**src/hw/rtl/hcl_pkg.sv**
```systemverilog
// ----------------------------------------------------------------------------
// hcl_pkg
// Shared types and constants of the hit cluster labeler: slot count, field
// widths, the hit word, the control word sent to the slot cells and the word
// carried by the oldest-slot chain.
// ----------------------------------------------------------------------------
`default_nettype none

package hcl_pkg;

  // Number of cluster slots (one cell each)
  localparam int NUM_CLUSTERS = 16;
  localparam int IDX_W        = (NUM_CLUSTERS > 1) ? $clog2(NUM_CLUSTERS) : 1;
  // Counter that can hold NUM_CLUSTERS itself
  localparam int CNT_W        = $clog2(NUM_CLUSTERS + 1);

  localparam int COORD_W      = 10;
  localparam int TIME_W       = 48;
  localparam int WIN_W        = 32;
  localparam int LABEL_W      = 32;
  localparam int CFG_IDX_W    = 2;
  localparam int CFG_DATA_W   = 32;

  // Configuration register indexes
  typedef enum logic [CFG_IDX_W-1:0] {
    REG_TIME_WINDOW    = 2'd0,
    REG_SPATIAL_MARGIN = 2'd1
  } cfg_reg_e;

  typedef enum logic {
    ST_IDLE,
    ST_DECIDE
  } state_e;

  // One hit
  typedef struct packed {
    logic [COORD_W-1:0] x;
    logic [COORD_W-1:0] y;
    logic [TIME_W-1:0]  t;
  } hit_t;

  // Running oldest-slot word handed from cell to cell
  typedef struct packed {
    logic              vld;
    logic [TIME_W-1:0] t;
    logic [IDX_W-1:0]  idx;
  } min_t;

  // Update command broadcast to all cells
  typedef struct packed {
    logic               commit;
    logic               evict;
    logic               clear;
    logic [LABEL_W-1:0] new_label;
  } cell_ctrl_t;

endpackage

`default_nettype wire

```
**src/hw/rtl/hcl_cell.sv**
```systemverilog
// ----------------------------------------------------------------------------
// hcl_cell
// One cluster slot: holds occupancy, bounding box, first-hit time and label.
// Registers whether it would take an incoming hit, applies start/grow/clear
// updates, and forwards the oldest (time, index) seen so far to its neighbor.
// ----------------------------------------------------------------------------
`default_nettype none

module hcl_cell import hcl_pkg::*; (
  input  logic                clk_i,
  input  logic                rst_ni,
  input  logic [IDX_W-1:0]    cell_idx_i,
  input  logic [WIN_W-1:0]    win_i,
  input  logic [COORD_W-1:0]  margin_i,
  input  logic                eval_i,
  input  hit_t                hit_in_i,
  input  hit_t                hit_q_i,
  input  cell_ctrl_t          ctrl_i,
  input  logic                sel_i,
  input  min_t                min_i,
  output logic                take_o,
  output logic [LABEL_W-1:0]  label_o,
  output min_t                min_o
);

  logic               occ_q, occ_d;
  logic               lbl_set_q, lbl_set_d;
  logic               take_q, take_d;
  logic [COORD_W-1:0] xmin_q, xmin_d, xmax_q, xmax_d;
  logic [COORD_W-1:0] ymin_q, ymin_d, ymax_q, ymax_d;
  logic [TIME_W-1:0]  time_q, time_d;
  logic [LABEL_W-1:0] label_q, label_d;
  min_t               min_q, min_d;

  logic [TIME_W-1:0]  t_dist;
  logic               t_ok, box_ok;
  logic [COORD_W:0]   x_lo, x_hi, y_lo, y_hi;

  // Accept test against the live hit
  always_comb begin
    t_dist = (hit_in_i.t >= time_q) ? (hit_in_i.t - time_q) : (time_q - hit_in_i.t);
    t_ok   = (t_dist <= {{(TIME_W-WIN_W){1'b0}}, win_i});
    x_lo   = {1'b0, hit_in_i.x} + {1'b0, margin_i};
    x_hi   = {1'b0, xmax_q} + {1'b0, margin_i};
    y_lo   = {1'b0, hit_in_i.y} + {1'b0, margin_i};
    y_hi   = {1'b0, ymax_q} + {1'b0, margin_i};
    box_ok = (x_lo >= {1'b0, xmin_q}) && ({1'b0, hit_in_i.x} <= x_hi) &&
             (y_lo >= {1'b0, ymin_q}) && ({1'b0, hit_in_i.y} <= y_hi);
    take_d = eval_i ? (!occ_q || (t_ok && box_ok)) : take_q;
  end

  // Slot update: clear wins, then start (empty or evicted) or grow
  always_comb begin
    occ_d     = occ_q;
    lbl_set_d = lbl_set_q;
    xmin_d    = xmin_q;
    xmax_d    = xmax_q;
    ymin_d    = ymin_q;
    ymax_d    = ymax_q;
    time_d    = time_q;
    label_d   = label_q;
    if (ctrl_i.clear) begin
      occ_d     = 1'b0;
      lbl_set_d = 1'b0;
    end else if (ctrl_i.commit && sel_i) begin
      if (ctrl_i.evict || !occ_q) begin
        occ_d  = 1'b1;
        xmin_d = hit_q_i.x;
        xmax_d = hit_q_i.x;
        ymin_d = hit_q_i.y;
        ymax_d = hit_q_i.y;
        time_d = hit_q_i.t;
        if (ctrl_i.evict) begin
          lbl_set_d = 1'b1;
          label_d   = ctrl_i.new_label;
        end
      end else begin
        if (hit_q_i.x < xmin_q) xmin_d = hit_q_i.x;
        if (hit_q_i.x > xmax_q) xmax_d = hit_q_i.x;
        if (hit_q_i.y < ymin_q) ymin_d = hit_q_i.y;
        if (hit_q_i.y > ymax_q) ymax_d = hit_q_i.y;
      end
    end
  end

  // Oldest chain: replace only on strictly older, so lower index wins ties
  always_comb begin
    if (!min_i.vld || (time_q < min_i.t)) begin
      min_d.vld = 1'b1;
      min_d.t   = time_q;
      min_d.idx = cell_idx_i;
    end else begin
      min_d = min_i;
    end
  end

  always_ff @(posedge clk_i or negedge rst_ni) begin
    if (!rst_ni) begin
      occ_q     <= 1'b0;
      lbl_set_q <= 1'b0;
      take_q    <= 1'b0;
      min_q     <= '0;
    end else begin
      occ_q     <= occ_d;
      lbl_set_q <= lbl_set_d;
      take_q    <= take_d;
      min_q     <= min_d;
    end
  end

  // Slot payload
  always_ff @(posedge clk_i) begin
    xmin_q  <= xmin_d;
    xmax_q  <= xmax_d;
    ymin_q  <= ymin_d;
    ymax_q  <= ymax_d;
    time_q  <= time_d;
    label_q <= label_d;
  end

  assign take_o  = take_q;
  assign label_o = lbl_set_q ? label_q : LABEL_W'(cell_idx_i);
  assign min_o   = min_q;

endmodule

`default_nettype wire

```
**config.mk**
```make
export PLATFORM = sky130hd
export DESIGN_NAME = hcl_cell
export DESIGN_NICKNAME = d
export VERILOG_FILES = /design/src/hw/rtl/hcl_pkg.sv /design/src/hw/rtl/hcl_cell.sv
export SDC_FILE = /design/constraint.sdc
export NUM_CORES = 1
export LEC_CHECK = 0
export BUFFER_PORTS_ARGS = -buffer_cell sky130_fd_sc_hd__buf_2
export CAP_MARGIN = 20
export CORE_MARGIN = 2
export CORE_UTILIZATION = 50
export DETAILED_ROUTE_END_ITERATION = 6
export PLACE_DENSITY_LB_ADDON = 0.12
export SETUP_SLACK_MARGIN = 0.3
export SLEW_MARGIN = 5
export SYNTH_ARGS = -nofsm -noshare
export SYNTH_HDL_FRONTEND = slang
export SYNTH_SLANG_ARGS = --single-unit
```
**constraint.sdc**
```tcl
create_clock -name clk_i -period 15.7 [get_ports clk_i]
set_input_delay 2.355 -clock clk_i [delete_from_list [all_inputs] [get_ports clk_i]]
set_output_delay 2.355 -clock clk_i [all_outputs]
set_load 0.02 [all_outputs]
```
==> impl_results.rst <==
.. list-table::
   :header-rows: 1

   * - Metric
     - Value
   * - Number of standard cells after synthesis
     - ~1,900
   * - Max Clk Rate
     - 121 MHz
   * - Hold Buf Count CTS
     - 0
   * - Wire length of the first global-routing pass
     - 80,800 µm
   * - Count of final max-slew check failures
     - 0
   * - Vias in the first global route
     - around 15,000
   * - Largest vdd supply drop
     - 0.0863 mV
   * - Adder-cell share of the synthesized area
     - 0.223
   * - Crit path required time
     - roughly 16 ns
   * - Leading post-synthesis cells by instance count
     - ha_1 (292), inv_1 (248), a21oi_1 (201)
   * - Largest net degree at the start of global routing
     - 57
   * - Largest fanout of any net on the critical path
     - 24
   * - XOR/XNOR Fraction of Synth Area
     - 0.0387
   * - Clk sink count
     - 176
   * - WS Path Type
     - input pin to flop
   * - Seq/Total Area, Yosys
     - 0.295
   * - Post-synth EDFFs
     - 120
   * - Nature of the critical path endpoint
     - flop
   * - Slew at the pin closest to its max-slew limit
     - 1.05 ns
   * - Headroom to the max-slew limit
     - 0.292
   * - CTS Root Buffer Type
     - clkbuf_16
   * - Number of setup buffers added after CTS
     - 0
   * - Portion of netlist area occupied by mux cells
     - 0.0402
   * - Data arrival time at the worst-slack endpoint
     - 8.66 ns
   * - Portion of total power attributed to sequential cells
     - 0.363
   * - Number of antenna violations at the first check in global routing
     - 1
   * - Height of the chip
     - between 150 and 200 µm
   * - Dominant combinational cell family by area after synthesis
     - adder cells
   * - Boundary pin count
     - 360
   * - IO Port Bufs
     - 359
   * - Rows
     - 67
   * - Worst Setup Start Kind
     - input pin
   * - Average cell area after synthesis
     - ~9.0 µm²
   * - Final Total Pwr
     - 1.46 mW
   * - Gates resized, CTS repair
     - 0
   * - Total detailed-routing wirelength
     - between 50,000 and 60,000 µm
   * - Simple-gate share of the synthesized area
     - 0.120
   * - TritonCTS clock tree
     - built
   * - Final worst-path cycle share
     - 0.528
   * - Post-detailed-route count of antenna-violating nets
     - 0
   * - Final weighted congestion in routability-driven placement
     - just under 1
   * - Mapped Area
     - 0.0169 mm²
   * - Fin Setup TNS
     - 0 ns
   * - GR Overflow Total
     - 0
   * - Async set-or-reset flop fraction in the synthesized netlist
     - 0.318
   * - Placement Cell Area
     - ~0.019 mm²
   * - Via Count
     - around 15,000
   * - Number of maximum-capacitance violations
     - 0
   * - Dominant cell by count in the synthesized netlist
     - ha_1
   * - Number of nets in the synthesized netlist
     - roughly 2,500
   * - TritonCTS buffer count
     - 17
   * - Vias per inst
     - 5.66
   * - Main area contributors after synthesis
     - ha_1 (22%), edfxtp_1 (21%), dfrtp_1 (8.3%)
   * - Tightest Hold Check Type
     - flop to flop
   * - Net Sw Frac
     - 0.358
   * - Clock insertion delay at the later pin of the skew report
     - 0.47 ns
   * - Total DRC errors in the routed layout
     - 0
   * - Iteration-0 DRC Markers
     - 1,119
   * - Compound-cell area share of the yosys netlist
     - 0.211
   * - Die area
     - 0.0354 mm²
   * - Share of power burned in combinational logic
     - 0.340
   * - Final instance area
     - ~0.020 mm²
   * - Share of the synthesized area in the top cell type
     - 0.216
   * - Wire length per cell
     - 19.1 µm
   * - Share of final-layout standard cells stronger than drive strength 1
     - 0.196
   * - Core Box Area
     - 0.0334 mm²
   * - Nets
     - 2,784
   * - Synth Warn #
     - 0
   * - All-layer global routing usage
     - 0.289
   * - Area added between synthesis and finish
     - 16.0%
   * - Final setup violating endpoints
     - 0
   * - H-Tree Level Count
     - 4
   * - Clock-pin slew reported for the worst setup and hold paths after clock tree synthesis
     - 0.08 ns
   * - Leakage power summed over all cells
     - 9.59 nW
   * - Run status
     - complete, no violations
   * - Clock tree buffer depth
     - 2
   * - Final core utilization
     - 0.588
   * - Switching pwr
     - 0.522 mW
   * - Pwr dens
     - 74.2 mW/mm²
   * - Dominant register cell in the synthesized netlist
     - edfxtp_1
   * - Number of distinct library cells after synthesis
     - 80
   * - Clock power frac
     - 0.297
   * - Tmin final
     - 8.28 ns
   * - #FFs+latches synth
     - between 150 and 200
   * - Unrepaired setup endpoints after global routing
     - no
   * - Post-route setup slack
     - ~7.4 ns
   * - Hold violation count in the final report
     - 0
   * - Int Power
     - 0.937 mW
   * - Initial core utilization
     - 0.507
   * - Cell type with the largest total area after synthesis
     - ha_1
   * - TritonRoute pass-1 iters
     - 5
   * - Die span in x
     - 188 µm
   * - Post-detail-place hpwl
     - 41,900 µm
   * - Max Clock Skew
     - 0.0197 ns
   * - Placement Setup Slack
     - 6.98 ns
[state kept, by name, indices dropped and copies added (netlist names)]
name / count
min_o: 53
time_q: 48
label_q: 32
xmax_q: 10
xmin_q: 10
ymax_q: 10
ymin_q: 10
lbl_set_q: 1
occ_q: 1
take_o: 1
[per-layer routing]
layer	vias to the layer above	global-route usage	part of all wire
li1	7441	-	-
met1	7161	0.394	0.46
met2	465	0.479	0.46
met3	63	0.0386	0.057
met4	0	0.0839	0.021
met5	-	0	0
[cell usage in the layout (no fill, tap or decap), drive strengths merged, types with 4 or more instances in the layout]
cell type,Yosys,layout
nor3,24,24
nand4,46,46
o21a,20,20
ha,292,292
and4,7,7
a2111oi,8,8
xor2,28,28
a211o,4,4
nand2,102,102
buf,41,365
a211oi,31,31
o2111ai,4,4
o221ai,6,6
clkbuf,15,19
nand3,16,16
fa,6,6
a221oi,7,7
o31ai,10,10
a21oi,203,203
nand2b,25,25
a31oi,19,19
or4,5,5
xnor2,46,46
inv,248,256
dfrtp,56,56
o21ai,138,138
nor2b,24,24
nor2,88,88
edfxtp,120,120
a21boi,5,5
nor4,10,10
a21o,56,56
o21bai,29,29
mux2,9,9
mux2i,58,58
and3,6,6
o211ai,11,11
a221o,4,4
and2,32,32
[cell type report]
| class | count | area (µm²) |
|---|---|---|
| Fill cell | 3053 | 13800 |
| Multi-Input combinational cell | 1404 | 10700 |
| Sequential cell | 176 | 5000 |
| Timing Repair Buffer | 365 | 1840 |
| Inverter | 248 | 931 |
| Tap cell | 448 | 561 |
| Clock buffer | 19 | 443 |
| Clock inverter | 13 | 134 |
| Antenna cell | 2 | 5.00 |
[logic make-up (layout without fill, tap and decap cells)]
family / Yosys count / count (layout)
multiplexers: 67 / 67
XOR/XNOR: 74 / 74
buffers and inverters: 304 / 645
other: 1 / 3
AO/OA/AOI/OAI: 574 / 574
AND/OR/NAND/NOR: 390 / 390
flip-flops: 176 / 176
adder cells (fa/ha/maj): 298 / 298
[power groups by stage]
| stage | combinational [mW] | sequential, mW | clock (mW) |
|---|---|---|---|
| after detailed placement | 0.488 | 0.540 | 0 |
| after floorplan | 0.321 | 0.550 | 0 |
| after global placement | 0.481 | 0.540 | 0 |
| after global routing | 0.554 | 0.532 | 0.456 |
| after CTS | 0.492 | 0.530 | 0.442 |
| final | 0.496 | 0.530 | 0.433 |
[final timing paths]
| path | startpoint | to | slack, ns | cells after the start |
|---|---|---|---|---|
| min in group asynchronous | rst_ni | min_o[49] | 2.04 | 2 |
| setup reg to reg | time_q[19] | take_o | 9.01 | 24 |
| setup / recovery | hit_in_i[19] | take_o | 7.42 | 26 |
| hold / removal | take_o | take_o | 0.56 | 2 |
| max in group asynchronous | rst_ni | min_o[2] | 13.05 | 2 |
| hold reg to reg | take_o | take_o | 0.56 | 2 |
[critical path: stages]
cell       delay (ns)
buf_2            0.10
inv_1            0.04
ha_1             0.44
a21oi_1          0.35
o21ai_1          0.20
a221oi_2         0.44
o211ai_2         0.21
nand4_4          0.18
and2_1           0.14
buf_4            0.32
nor2_1           0.09
a21oi_1          0.37
a31oi_1          0.18
xnor2_1          0.20
ha_1             0.30
a21oi_1          0.13
nor2b_1          0.06
o21ai_1          0.14
a21oi_1          0.10
a2111oi_2        0.40
o221ai_1         0.18
o21a_1           0.15
or4_1            0.51
or4_1            0.49
or4_1            0.42
o31ai_2          0.18
[stage by stage]
stage | hold WS, ns | std cells
final | 0.561 | 2675
after global routing | 0.602 | 2674
after CTS | 0.556 | 2673
after detailed placement | 0.538 | 2641
after global placement | 0.525 | 2641
after floorplan | 0.504 | 1884
(Power assumes the default switching activity.)
